[src/sv/hsvrgb_pkg.sv]
// hsvrgb_pkg: shared types, constants and helpers for the hsv to rgb converter
// no dependencies; imported by the sector, level, mix and top modules
`timescale 1ns / 1ps

package hsvrgb_pkg;

	// field widths
	localparam int HUE_W    = 9;
	localparam int LEVEL_W  = 8;
	localparam int SECTOR_W = 4;
	localparam int POS_W    = 6;
	localparam int PROD_W   = 14;
	localparam int WIDE_W   = 16;

	// hue / 60 by reciprocal: (hue * 1093) >> 16, exact for hue below 512
	localparam logic [10:0] HUE_RECIP      = 11'd1093;
	localparam int          HUE_RECIP_SHR  = 16;
	// n / 60 by reciprocal: (n * 17477) >> 20, exact for n up to 255 * 60
	localparam logic [14:0] SIXTY_RECIP     = 15'd17477;
	localparam int          SIXTY_RECIP_SHR = 20;

	localparam logic [6:0]         SECTOR_DEG = 7'd60;
	localparam logic [LEVEL_W-1:0] LEVEL_MAX  = 8'd255;

	// sector codes, hue / 60
	localparam logic [SECTOR_W-1:0] SEC_RED_YELLOW    = 4'd0;
	localparam logic [SECTOR_W-1:0] SEC_YELLOW_GREEN  = 4'd1;
	localparam logic [SECTOR_W-1:0] SEC_GREEN_CYAN    = 4'd2;
	localparam logic [SECTOR_W-1:0] SEC_CYAN_BLUE     = 4'd3;
	localparam logic [SECTOR_W-1:0] SEC_BLUE_MAGENTA  = 4'd4;
	localparam logic [SECTOR_W-1:0] SEC_MAGENTA_RED   = 4'd5;

	// input pixel
	typedef struct packed {
		logic [HUE_W-1:0]   hue;
		logic [LEVEL_W-1:0] sat;
		logic [LEVEL_W-1:0] val;
		logic [LEVEL_W-1:0] alpha;
	} pix_in_t;

	// after sector split
	typedef struct packed {
		logic                gray;
		logic [SECTOR_W-1:0] sector;
		logic [HUE_W-1:0]    hue;
		logic [LEVEL_W-1:0]  sat;
		logic [LEVEL_W-1:0]  val;
		logic [LEVEL_W-1:0]  alpha;
	} sec_t;

	// saturation products across the sector
	typedef struct packed {
		logic                gray;
		logic [SECTOR_W-1:0] sector;
		logic [LEVEL_W-1:0]  sat;
		logic [LEVEL_W-1:0]  val;
		logic [LEVEL_W-1:0]  alpha;
		logic [PROD_W-1:0]   p_fall;
		logic [PROD_W-1:0]   p_rise;
	} prod_t;

	// scaled saturation terms and the flat level product
	typedef struct packed {
		logic                gray;
		logic [SECTOR_W-1:0] sector;
		logic [LEVEL_W-1:0]  val;
		logic [LEVEL_W-1:0]  alpha;
		logic [LEVEL_W-1:0]  x_fall;
		logic [LEVEL_W-1:0]  x_rise;
		logic [WIDE_W-1:0]   m_flat;
	} scale_t;

	// three level products before the divide by 255
	typedef struct packed {
		logic                gray;
		logic [SECTOR_W-1:0] sector;
		logic [LEVEL_W-1:0]  val;
		logic [LEVEL_W-1:0]  alpha;
		logic [WIDE_W-1:0]   m_flat;
		logic [WIDE_W-1:0]   m_fall;
		logic [WIDE_W-1:0]   m_rise;
	} level_t;

	// output pixel
	typedef struct packed {
		logic [LEVEL_W-1:0] red;
		logic [LEVEL_W-1:0] green;
		logic [LEVEL_W-1:0] blue;
		logic [LEVEL_W-1:0] alpha;
	} pix_out_t;

	// n / 255 for n below 65280: (n + (n >> 8) + 1) >> 8
	function automatic logic [LEVEL_W-1:0] div255(input logic [WIDE_W-1:0] n);
		logic [WIDE_W:0] sum;
		sum = {1'b0, n} + {9'd0, n[WIDE_W-1:8]} + 17'd1;
		return sum[WIDE_W-1:8];
	endfunction

endpackage

[src/sv/hsvrgb_sector.sv]
// hsvrgb_sector: stages 1 and 2, sector split and saturation products
// depends on hsvrgb_pkg
`timescale 1ns / 1ps

module hsvrgb_sector import hsvrgb_pkg::*; (
	input  logic    clk,
	input  logic    arst_n,
	input  logic    in_valid,
	output logic    in_ready,
	input  pix_in_t in_beat,
	output logic    out_valid,
	input  logic    out_ready,
	output prod_t   out_beat
);

	logic  v_s1, v_s2;
	sec_t  d_s1;
	prod_t d_s2;
	logic  en_s1, en_s2;

	// a stage loads when empty or when its contents move on
	assign en_s2    = !v_s2 || out_ready;
	assign en_s1    = !v_s1 || en_s2;
	assign in_ready = en_s1;

	// stage 1: sector = hue / 60
	logic [19:0] hue_mul;
	sec_t        nxt_s1;
	always_comb begin
		hue_mul       = {11'd0, in_beat.hue} * {9'd0, HUE_RECIP};
		nxt_s1.gray   = (in_beat.sat == '0);
		nxt_s1.sector = hue_mul[HUE_RECIP_SHR +: SECTOR_W];
		nxt_s1.hue    = in_beat.hue;
		nxt_s1.sat    = in_beat.sat;
		nxt_s1.val    = in_beat.val;
		nxt_s1.alpha  = in_beat.alpha;
	end

	// stage 2: position in sector and the two saturation products
	logic [9:0]       base;
	logic [9:0]       diff;
	logic [POS_W-1:0] pos;
	logic [6:0]       pos_rest;
	prod_t            nxt_s2;
	always_comb begin
		base            = ({6'd0, d_s1.sector} << 6) - ({6'd0, d_s1.sector} << 2);
		diff            = {1'b0, d_s1.hue} - base;
		pos             = diff[POS_W-1:0];
		pos_rest        = SECTOR_DEG - {1'b0, pos};
		nxt_s2.gray     = d_s1.gray;
		nxt_s2.sector   = d_s1.sector;
		nxt_s2.sat      = d_s1.sat;
		nxt_s2.val      = d_s1.val;
		nxt_s2.alpha    = d_s1.alpha;
		nxt_s2.p_fall   = {6'd0, d_s1.sat} * {8'd0, pos};
		nxt_s2.p_rise   = {6'd0, d_s1.sat} * {7'd0, pos_rest};
	end

	// valid bits
	always_ff @(posedge clk or negedge arst_n) begin
		if (!arst_n) begin
			v_s1 <= 1'b0;
			v_s2 <= 1'b0;
		end else begin
			if (en_s1) v_s1 <= in_valid;
			if (en_s2) v_s2 <= v_s1;
		end
	end

	// payload
	always_ff @(posedge clk) begin
		if (en_s1) d_s1 <= nxt_s1;
		if (en_s2) d_s2 <= nxt_s2;
	end

	assign out_valid = v_s2;
	assign out_beat  = d_s2;

endmodule

[src/sv/hsvrgb_level.sv]
// hsvrgb_level: stages 3 and 4, divide by 60 and the brightness products
// depends on hsvrgb_pkg
`timescale 1ns / 1ps

module hsvrgb_level import hsvrgb_pkg::*; (
	input  logic   clk,
	input  logic   arst_n,
	input  logic   in_valid,
	output logic   in_ready,
	input  prod_t  in_beat,
	output logic   out_valid,
	input  logic   out_ready,
	output level_t out_beat
);

	logic   v_s3, v_s4;
	scale_t d_s3;
	level_t d_s4;
	logic   en_s3, en_s4;

	assign en_s4    = !v_s4 || out_ready;
	assign en_s3    = !v_s3 || en_s4;
	assign in_ready = en_s3;

	// stage 3: products / 60, flat level product
	logic [28:0] fall_mul, rise_mul;
	scale_t      nxt_s3;
	always_comb begin
		fall_mul        = {15'd0, in_beat.p_fall} * {14'd0, SIXTY_RECIP};
		rise_mul        = {15'd0, in_beat.p_rise} * {14'd0, SIXTY_RECIP};
		nxt_s3.gray     = in_beat.gray;
		nxt_s3.sector   = in_beat.sector;
		nxt_s3.val      = in_beat.val;
		nxt_s3.alpha    = in_beat.alpha;
		nxt_s3.x_fall   = fall_mul[SIXTY_RECIP_SHR +: LEVEL_W];
		nxt_s3.x_rise   = rise_mul[SIXTY_RECIP_SHR +: LEVEL_W];
		nxt_s3.m_flat   = {8'd0, in_beat.val} * {8'd0, LEVEL_MAX - in_beat.sat};
	end

	// stage 4: brightness times the falling and rising terms
	level_t nxt_s4;
	always_comb begin
		nxt_s4.gray   = d_s3.gray;
		nxt_s4.sector = d_s3.sector;
		nxt_s4.val    = d_s3.val;
		nxt_s4.alpha  = d_s3.alpha;
		nxt_s4.m_flat = d_s3.m_flat;
		nxt_s4.m_fall = {8'd0, d_s3.val} * {8'd0, LEVEL_MAX - d_s3.x_fall};
		nxt_s4.m_rise = {8'd0, d_s3.val} * {8'd0, LEVEL_MAX - d_s3.x_rise};
	end

	// valid bits
	always_ff @(posedge clk or negedge arst_n) begin
		if (!arst_n) begin
			v_s3 <= 1'b0;
			v_s4 <= 1'b0;
		end else begin
			if (en_s3) v_s3 <= in_valid;
			if (en_s4) v_s4 <= v_s3;
		end
	end

	// payload
	always_ff @(posedge clk) begin
		if (en_s3) d_s3 <= nxt_s3;
		if (en_s4) d_s4 <= nxt_s4;
	end

	assign out_valid = v_s4;
	assign out_beat  = d_s4;

endmodule

[src/sv/hsvrgb_mix.sv]
// hsvrgb_mix: stage 5, divide by 255 and channel order per sector, output register
// depends on hsvrgb_pkg
`timescale 1ns / 1ps

module hsvrgb_mix import hsvrgb_pkg::*; (
	input  logic     clk,
	input  logic     arst_n,
	input  logic     in_valid,
	output logic     in_ready,
	input  level_t   in_beat,
	output logic     out_valid,
	input  logic     out_ready,
	output pix_out_t out_beat
);

	logic     v_s5;
	pix_out_t d_s5;
	logic     en_s5;

	assign en_s5    = !v_s5 || out_ready;
	assign in_ready = en_s5;

	// levels and channel routing
	logic [LEVEL_W-1:0] c_flat, c_fall, c_rise;
	pix_out_t           nxt_s5;
	always_comb begin
		c_flat       = div255(in_beat.m_flat);
		c_fall       = div255(in_beat.m_fall);
		c_rise       = div255(in_beat.m_rise);
		nxt_s5.alpha = in_beat.alpha;
		if (in_beat.gray) begin
			nxt_s5.red   = in_beat.val;
			nxt_s5.green = in_beat.val;
			nxt_s5.blue  = in_beat.val;
		end else begin
			unique case (in_beat.sector)
				SEC_RED_YELLOW: begin
					nxt_s5.red   = in_beat.val;
					nxt_s5.green = c_rise;
					nxt_s5.blue  = c_flat;
				end
				SEC_YELLOW_GREEN: begin
					nxt_s5.red   = c_fall;
					nxt_s5.green = in_beat.val;
					nxt_s5.blue  = c_flat;
				end
				SEC_GREEN_CYAN: begin
					nxt_s5.red   = c_flat;
					nxt_s5.green = in_beat.val;
					nxt_s5.blue  = c_rise;
				end
				SEC_CYAN_BLUE: begin
					nxt_s5.red   = c_flat;
					nxt_s5.green = c_fall;
					nxt_s5.blue  = in_beat.val;
				end
				SEC_BLUE_MAGENTA: begin
					nxt_s5.red   = c_rise;
					nxt_s5.green = c_flat;
					nxt_s5.blue  = in_beat.val;
				end
				SEC_MAGENTA_RED: begin
					nxt_s5.red   = in_beat.val;
					nxt_s5.green = c_flat;
					nxt_s5.blue  = c_fall;
				end
				// hue of 360 and above
				default: begin
					nxt_s5.red   = '0;
					nxt_s5.green = '0;
					nxt_s5.blue  = '0;
				end
			endcase
		end
	end

	// valid bit
	always_ff @(posedge clk or negedge arst_n) begin
		if (!arst_n) begin
			v_s5 <= 1'b0;
		end else if (en_s5) begin
			v_s5 <= in_valid;
		end
	end

	// payload
	always_ff @(posedge clk) begin
		if (en_s5) d_s5 <= nxt_s5;
	end

	assign out_valid = v_s5;
	assign out_beat  = d_s5;

endmodule

[src/sv/hsv_to_rgb_integer_core.sv]
// hsv_to_rgb_integer_core: top level of the hsv to 8-bit rgb converter
// depends on hsvrgb_pkg, hsvrgb_sector, hsvrgb_level, hsvrgb_mix
//
// usage:
//   one hsv pixel per beat enters on s_axis, one rgb pixel with the same
//   alpha leaves on m_axis, in order, one result for every input beat.
//   zero saturation gives gray at the brightness level; a hue of 360 or
//   more with nonzero saturation gives black.
// path: an accepted input beat is registered in stages 1 to 5 in order and
//   leaves on m_axis as the matching output beat.
// throughput: one pixel per clock while m_axis_tready is high, set by the
//   five-stage pipeline with at most one multiplier per path per stage
//   (sector split, saturation product, divide by 60, brightness product,
//   divide by 255 and channel select).
// reset: arst_n clears all valid bits at once; the pipe is empty and
//   s_axis_tready is high as soon as reset is released.
// stall: when m_axis_tready is low the output beat holds; earlier stages
//   keep filling empty slots and s_axis_tready drops once all five stages
//   are full. nothing is dropped or repeated.
`timescale 1ns / 1ps

module hsv_to_rgb_integer_core import hsvrgb_pkg::*; (
	input  logic        clk,
	input  logic        arst_n,
	input  logic        s_axis_tvalid,
	output logic        s_axis_tready,
	// hue[8:0], saturation[16:9], brightness[24:17], alpha_in[32:25], zero pad
	input  logic [39:0] s_axis_tdata,
	output logic        m_axis_tvalid,
	input  logic        m_axis_tready,
	// red[7:0], green[15:8], blue[23:16], alpha_out[31:24]
	output logic [31:0] m_axis_tdata
);

	pix_in_t  pix_in;
	prod_t    prod_beat;
	level_t   level_beat;
	pix_out_t pix_out;
	logic     prod_valid, prod_ready;
	logic     level_valid, level_ready;

	// unpack the input beat
	assign pix_in.hue   = s_axis_tdata[8:0];
	assign pix_in.sat   = s_axis_tdata[16:9];
	assign pix_in.val   = s_axis_tdata[24:17];
	assign pix_in.alpha = s_axis_tdata[32:25];

	hsvrgb_sector u_sector (
		.clk       (clk),
		.arst_n    (arst_n),
		.in_valid  (s_axis_tvalid),
		.in_ready  (s_axis_tready),
		.in_beat   (pix_in),
		.out_valid (prod_valid),
		.out_ready (prod_ready),
		.out_beat  (prod_beat)
	);

	hsvrgb_level u_level (
		.clk       (clk),
		.arst_n    (arst_n),
		.in_valid  (prod_valid),
		.in_ready  (prod_ready),
		.in_beat   (prod_beat),
		.out_valid (level_valid),
		.out_ready (level_ready),
		.out_beat  (level_beat)
	);

	hsvrgb_mix u_mix (
		.clk       (clk),
		.arst_n    (arst_n),
		.in_valid  (level_valid),
		.in_ready  (level_ready),
		.in_beat   (level_beat),
		.out_valid (m_axis_tvalid),
		.out_ready (m_axis_tready),
		.out_beat  (pix_out)
	);

	// pack the output beat
	assign m_axis_tdata = {pix_out.alpha, pix_out.blue, pix_out.green, pix_out.red};

endmodule

[config.mk]
export PLATFORM = sky130hd
export DESIGN_NAME = hsv_to_rgb_integer_core
export DESIGN_NICKNAME = d
export VERILOG_FILES = /design/src/sv/hsvrgb_pkg.sv /design/src/sv/hsvrgb_sector.sv /design/src/sv/hsvrgb_level.sv /design/src/sv/hsvrgb_mix.sv /design/src/sv/hsv_to_rgb_integer_core.sv
export SDC_FILE = /design/constraint.sdc
export NUM_CORES = 1
export LEC_CHECK = 0
export ABC_AREA = 0
export BUFFER_PORTS_ARGS = -buffer_cell sky130_fd_sc_hd__buf_2
export CELL_PAD_IN_SITES_DETAIL_PLACEMENT = 0
export CELL_PAD_IN_SITES_GLOBAL_PLACEMENT = 2
export CORE_MARGIN = 2
export CORE_UTILIZATION = 44
export CTS_CLUSTER_DIAMETER = 120
export DETAILED_ROUTE_END_ITERATION = 16
export GPL_TIMING_DRIVEN = 0
export PLACE_DENSITY_LB_ADDON = 0.1
export SLEW_MARGIN = 15
export SYNTH_ARGS = -nofsm -noshare
export SYNTH_HDL_FRONTEND = slang
export SYNTH_SLANG_ARGS = --single-unit
[constraint.sdc]
create_clock -name clk -period 6.37 [get_ports clk]
set_input_delay 0.3185 -clock clk [delete_from_list [all_inputs] [get_ports clk]]
set_output_delay 0.3185 -clock clk [all_outputs]
set_load 0.02 [all_outputs]
==> results of run 1 <==
## worst paths after layout
path	endpoint	slack, ns	cells after the start
max reg2reg	u_sector.out_beat[12]$_DFFE_PP_	0.38	22
min reg2reg	u_level.d_s3[35]$_DFFE_PP_	0.41	0
max	u_sector.out_beat[12]$_DFFE_PP_	0.38	22
max in group asynchronous	u_level.v_s3$_DFFE_PN0P_	6.14	2
min in group asynchronous	u_mix.out_valid$_DFFE_PN0P_	0.09	2
min	u_sector.d_s1[26]$_DFFE_PP_	0.02	1
## cells in the final DEF, fill, tap and decap left out, drive strengths merged, types with 5 or more instances in the layout
| cell type | Yosys | routed |
|---|---|---|
| a211oi | 5 | 5 |
| a21o | 15 | 15 |
| a21oi | 90 | 90 |
| a222oi | 11 | 11 |
| a22oi | 6 | 6 |
| a31oi | 5 | 5 |
| and2 | 54 | 54 |
| and3 | 7 | 7 |
| and4 | 5 | 5 |
| buf | 5 | 82 |
| bufinv | 0 | 5 |
| clkbuf | 27 | 63 |
| clkinv | 0 | 8 |
| dfrtp | 5 | 5 |
| dlygate4sd3 | 0 | 27 |
| edfxtp | 245 | 245 |
| fa | 208 | 208 |
| ha | 385 | 385 |
| inv | 323 | 325 |
| nand2 | 107 | 107 |
| nand2b | 95 | 95 |
| nand3 | 24 | 24 |
| nand4 | 8 | 8 |
| nor2 | 63 | 63 |
| nor2b | 135 | 135 |
| nor3 | 22 | 22 |
| nor4 | 5 | 5 |
| o211ai | 14 | 14 |
| o21a | 18 | 18 |
| o21ai | 37 | 37 |
| o21bai | 6 | 6 |
| o221ai | 6 | 6 |
| o31a | 5 | 5 |
| or2 | 6 | 6 |
| or3 | 11 | 11 |
| xnor2 | 74 | 74 |
| xor2 | 22 | 22 |
## metrics by stage
step	instance area (um2)	instances	hold WS, ns	worst slack, ns
floorplan	23500	2106	0.0229	0.843
global placement	24700	2864	0.137	0.224
detailed placement	24800	2871	0.141	0.173
CTS	26100	2952	0.000988	0.165
global route	26100	2952	0.0124	0.0192
finish	26100	2952	0.0157	0.383
## cell families after synthesis
logic type | after synthesis | synth area share [%]
AOI/OAI and AO/OA | 256 | 7.63
muxes | 1 | 0.0426
xor gates and xnor gates | 96 | 3.61
adders and majority gates | 593 | 38.2
buffers and inverters | 355 | 5.69
DFF | 250 | 31.9
and+or+nand+nor | 555 | 12.9
## cell type report
type                       instances  area (um2)  area share [%]
buffer                            32         125           0.479
clock buffer                      36         782            2.99
clock inverter                    18         243           0.928
inverter                         323        1210            4.64
multi-input combinational       1501       14700            56.2
sequential                       250        7480            28.6
tap                              688         861            3.29
timing repair buffer             104         737            2.82
## metal layers
layer	routed length, um	up-vias	GRT usage [%]
li1	-	7446	-
met1	22900	7359	24.6
met2	24100	214	31.5
met3	1500	71	1.81
met4	1380	0	5.41
met5	0	-	0
## what timing repair did
item                                   in CTS  in global routing
hold buffers                               27                  0
gates resized for setup                     0                  1
endpoints found under the hold margin      31                  0
setup endpoints to repair                   0                  2
## registers in the layout (all words and copies together) (netlist names)
name,cells
u_level.v_s3,1
u_level.out_beat,69
u_sector.out_beat,56
u_sector.out_valid,1
u_mix.out_valid,1
u_mix.out_beat,32
u_sector.v_s1,1
u_sector.d_s1,35
u_level.d_s3,53
u_level.out_valid,1
==> run_results.csv, run 1 <==
group,metric,value,unit
global_routing,grt_use_total,18.4,%
yosys,synth_area,23500,um2
timing,relSlewSlack,37.0,%
global_routing,grt_pass1_vias,15700,
yosys,synth_ff_type,"edfxtp_1",
critical_path,worstSetupPathType,"reg -> reg",
placed_design,place_hpwl,40400,um
yosys,synth_cell_types,74,
floorplanning,die_x,235,um
clocking,numCtsBuffers,29,
floorplanning,initial_utilization,44.6,%
timing,period_needed,5.99,ns
run_status,status,"complete, no violations",
critical_path,crit_path_end_kind,"flop",
detailed_routing,vias_per_cell,5.11,
critical_path,startpoint,"u_sector.d_s1[33]$_DFFE_PP_",
job,max_cap_viol_count,0,
yosys,async_flop_share,2.00,%
clocking,post_cts_buffers,0,
timing,slew_violations,0,
timing,final-setup-viol-count,0,
detailed_routing,ant_nets,0,
critical_path,slowest_delay,0.51,ns
detailed_routing,drcViolationCount,0,
clocking,ctsHtreeMaxLevel,1,
yosys,postSynthCellCount,2106,
placed_design,numPortBuffers,70,
global_routing,grt_overflow,0,
yosys,yosysMostFrequentCell,"ha_1",
placed_design,place_congestion,0.867,
detailed_routing,firstDrtPassIters,7,
cells_and_area,fill_cells,4798,
cells_and_area,antenna_cells,0,
timing,skew,0.0123,ns
critical_path,r2r_start,"u_sector.d_s1[33]$_DFFE_PP_",
timing,rsz0062_at_grt,"no",
critical_path,critical_path.top_delay_family,"adder cells",
critical_path,critPathLaunchType,"flop",
yosys,yosysSeqAreaShare,31.9,%
timing,hold_violations,0,
floorplanning,die-height,235,um
global_routing,grt_start_max_net_pins,57,
cells_and_area,area_delta_synth_final,11.3,%
yosys,synth_area_leaders,"edfxtp_1 31%, ha_1 21%, fa_1 18%",
critical_path,path_cells,"ha_1 > inv_1 > fa_1 > xnor2_1 > clkbuf_1 > nand2_1 > xnor2_2 > nand2b_1 > fa_1 > fa_1 > inv_1 > fa_1 > inv_1 > fa_1 > inv_1 > ha_1 > inv_1 > o21bai_1 > a2111o_1 > a31o_2 > a21oi_1 > xnor2_1",
min_path,hold_path.startpoint,"s_axis_tdata[2]",
floorplanning,dieArea,55200,um2
yosys,synth_top_area_share,31.3,%
yosys,synth_nets,2743,
critical_path,cp.arrival,6.31,ns
clocking,cts-root-buf,"clkbuf_16",
detailed_routing,wire_per_inst,16.9,um
clocking,clock_sinks,250,
cells_and_area,fin_util,49.7,%
detailed_routing,drt_iter0_drc,743,
yosys,ys_ff_latch,250,
critical_path,critPathBufInv,6,
global_routing,grt_pass1_wl,82600,um
clocking,clk_latency,0.58,ns
yosys,synth-edff-count,245,
critical_path,worstPathMaxFanout,10,
clocking,tritoncts,"done",
timing,fin_tns_setup,0,ns
yosys,synth_common_cells,"385 x ha_1, 323 x inv_1, 245 x edfxtp_1, 208 x fa_1, 135 x nor2b_1",
min_path,hold_path.class,"in -> reg",
yosys,synth_top_area_cell,"edfxtp_1",
critical_path,critPathSlowestCell,"fa_1",
cells_and_area,drive_above_1_share,7.07,%
detailed_routing,vias,15100,
detailed_routing,drt_wl_total,49800,um
timing,period_share,94.0,%
floorplanning,ioPinCount,78,
floorplanning,rows,84,
yosys,synth_area_per_cell,11.2,um2
floorplanning,core,52700,um2
timing,fmax,167,MHz
timing,worstMarginPinSlew,0.940,ns
clocking,clk_pin_slew_worst_paths,0.06,ns
global_routing,antenna_found_initial,3,
clocking,cts_buffer_depth,3,
cells_and_area,nets,2878,
critical_path,worstPathRequired,6.69,ns
yosys,ys_warn_count,0,
Power of run 1 is left out: the tool's default activity adds up to more than one toggle a clock period on the data nets, which glitch-free logic cannot reach.
==> inputs of run 2 (changes only) <==
--- a/config.mk
+++ b/config.mk
@@ -15,6 +15,7 @@
 export DETAILED_ROUTE_END_ITERATION = 16
 export GPL_TIMING_DRIVEN = 0
 export PLACE_DENSITY_LB_ADDON = 0.1
+export RECOVER_POWER = 50
 export SLEW_MARGIN = 15
 export SYNTH_ARGS = -nofsm -noshare
 export SYNTH_HDL_FRONTEND = slang
==> run 2 against run 1 <==
Net effect:
- worst hold slack gained 0.020 ns
- global-route usage unchanged
- count of clock-buffer cells in the layout unchanged
- register-to-register slack barely moved
- final cell count unchanged
- wire length is 0.13% higher
- core utilization decreased by 0.23 points
- first-iteration DRC count shrank 11%
- via count about the same
- the flow now finishes with violations (capacitance limit, slew limit)
==> run_results.csv, run 2 (synthesized netlist as in run 1, its figures left out) <==
group,metric,value,unit
cells_and_area,drive_above_1_share,4.64,%
critical_path,worstPathMaxFanout,10,
clocking,ctsHtreeMaxLevel,1,
detailed_routing,wire_per_inst,16.9,um
floorplanning,dieArea,55200,um2
cells_and_area,nets,2878,
critical_path,r2r_slack,0.38,ns
cells_and_area,fin_util,49.4,%
floorplanning,core,52700,um2
floorplanning,ioPinCount,78,
critical_path,path_cells,"ha_1 > inv_1 > fa_1 > xnor2_1 > clkbuf_1 > nand2_1 > xnor2_2 > nand2b_1 > fa_1 > fa_1 > inv_1 > fa_1 > inv_1 > fa_1 > inv_1 > ha_1 > inv_1 > o21bai_1 > a2111o_1 > a31o_2 > a21oi_1 > xnor2_1",
detailed_routing,firstDrtPassIters,5,
global_routing,antenna_found_initial,3,
clocking,numCtsBuffers,29,
run_status,status,"finished with violations",
min_path,min_delay_path_depth,2,
timing,skew,0.0111,ns
min_path,hold_path.class,"in -> reg",
global_routing,grt_pass1_vias,15700,
placed_design,place_congestion,0.867,
cells_and_area,final_cell_mix,"385 x ha_1, 323 x inv_1, 245 x edfxtp_1",
critical_path,cp.arrival,6.31,ns
critical_path,reg2reg_to,"u_sector.out_beat[12]$_DFFE_PP_",
timing,slew_violations,100,
floorplanning,die_x,235,um
placed_design,place_hpwl,40400,um
critical_path,crit_path_end_kind,"flop",
min_path,hold_path.startpoint,"s_axis_tvalid",
critical_path,slowest_delay,0.51,ns
detailed_routing,ant_nets,0,
clocking,post_cts_buffers,0,
clocking,cts-root-buf,"clkbuf_16",
critical_path,r2r_start,"u_sector.d_s1[33]$_DFFE_PP_",
critical_path,critPathBufInv,6,
clocking,cts_buffer_depth,3,
timing,period_share,94.0,%
run_status,violations,"capacitance limit, slew limit",
timing,hold_violations,0,
placed_design,placed_area,24800,um2
critical_path,critPathSlowestCell,"fa_1",
timing,rsz0062_at_grt,"no",
timing,worstMarginPinSlew,3.03,ns
placed_design,numPortBuffers,70,
critical_path,critical_path.top_delay_family,"adder cells",
critical_path,worstSetupPathType,"reg -> reg",
cells_and_area,final_common_cell,"ha_1",
cells_and_area,multi_input_area,14700,um2
global_routing,grt_start_max_net_pins,57,
cells_and_area,seq_area,7480,um2
global_routing,grt_overflow,0,
detailed_routing,vias_per_cell,5.11,
clocking,clk_latency,0.58,ns
clocking,tritoncts,"done",
detailed_routing,drt_wl_total,49900,um
floorplanning,rows,84,
cells_and_area,largest_reg_flops,69,
floorplanning,initial_utilization,44.6,%
timing,period_needed,5.99,ns
detailed_routing,drt_iter0_drc,664,
clocking,clock_sinks,250,
cells_and_area,design_area,26000,um2
job,max_cap_viol_count,2,
clocking,clk_pin_slew_worst_paths,0.06,ns
cells_and_area,fill_cells,4838,
timing,fin_tns_setup,0,ns
detailed_routing,vias,15100,
cells_and_area,area_delta_synth_final,10.8,%
critical_path,critPathLaunchType,"flop",
timing,final-setup-viol-count,0,
min_path,hold_end,"u_sector.v_s1$_DFFE_PN0P_",
floorplanning,die-height,235,um
critical_path,reg2reg_depth,22,
cells_and_area,antenna_cells,0,
timing,relSlewSlack,-102,%
global_routing,grt_use_total,18.4,%
global_routing,grt_pass1_wl,82600,um
detailed_routing,drcViolationCount,0,
critical_path,worstPathRequired,6.69,ns
timing,fmax,167,MHz
## run 2: stage by stage
step           setup slack [ns]  hold slack, ns  cells
2_1_floorplan             0.843          0.0229   2106
3_3_place_gp              0.224           0.137   2864
3_5_place_dp              0.173           0.141   2871
4_1_cts                   0.165        0.000988   2952
5_1_grt                  0.0192          0.0392   2952
6_report                  0.382          0.0358   2952
## run 2: final cells by class
class                   instances  area share (%)
repair buffers                104            2.44
well taps                     688            3.31
flip-flops and latches        250            28.8
plain buffers                  32           0.481
clock inverters                18           0.933
multi-input cells            1501            56.4
clock buffers                  36            3.00
inverters                     323            4.66
## run 2: metal layers
layer	up-vias	global-route usage (%)	routed length, um	share of wire, %
met2	207	31.5	24100	48
met3	74	1.81	1480	3.0
met4	0	5.41	1380	2.8
li1	7444	-	-	-
met1	7374	24.6	22900	46
met5	-	0	0	0
## run 2: repair_timing
action,CTS,global route
resized for setup,0,1
hold endpoints to repair,31,0
endpoints found under the setup margin,0,2
hold buffers,27,0
## run 2: worst max-delay path by stage
stage / startpoint / cells past startpoint / endpoint
5_1_grt: u_sector.d_s1[33]$_DFFE_PP_ / 22 / u_sector.out_beat[12]$_DFFE_PP_
6_report: u_sector.d_s1[33]$_DFFE_PP_ / 22 / u_sector.out_beat[12]$_DFFE_PP_
2_1_floorplan: u_sector.d_s1[33]$_DFFE_PP_ / 22 / u_sector.out_beat[12]$_DFFE_PP_
4_1_cts: u_sector.d_s1[33]$_DFFE_PP_ / 22 / u_sector.out_beat[12]$_DFFE_PP_
3_3_place_gp: u_sector.d_s1[33]$_DFFE_PP_ / 22 / u_sector.out_beat[12]$_DFFE_PP_
3_5_place_dp: u_sector.d_s1[33]$_DFFE_PP_ / 22 / u_sector.out_beat[12]$_DFFE_PP_
## run 2: worst reg2reg max path: stages, from the launching register on
cell,delay (ns)
edfxtp_1,0.37
ha_1,0.18
inv_1,0.05
fa_1,0.37
xnor2_1,0.19
clkbuf_1,0.40
nand2_1,0.16
xnor2_2,0.38
nand2b_1,0.20
fa_1,0.45
fa_1,0.51
inv_1,0.05
fa_1,0.47
inv_1,0.05
fa_1,0.49
inv_1,0.04
ha_1,0.31
inv_1,0.06
o21bai_1,0.09
a2111o_1,0.44
a31o_2,0.25
a21oi_1,0.17
xnor2_1,0.08
Power of run 2 is left out for the same reason.
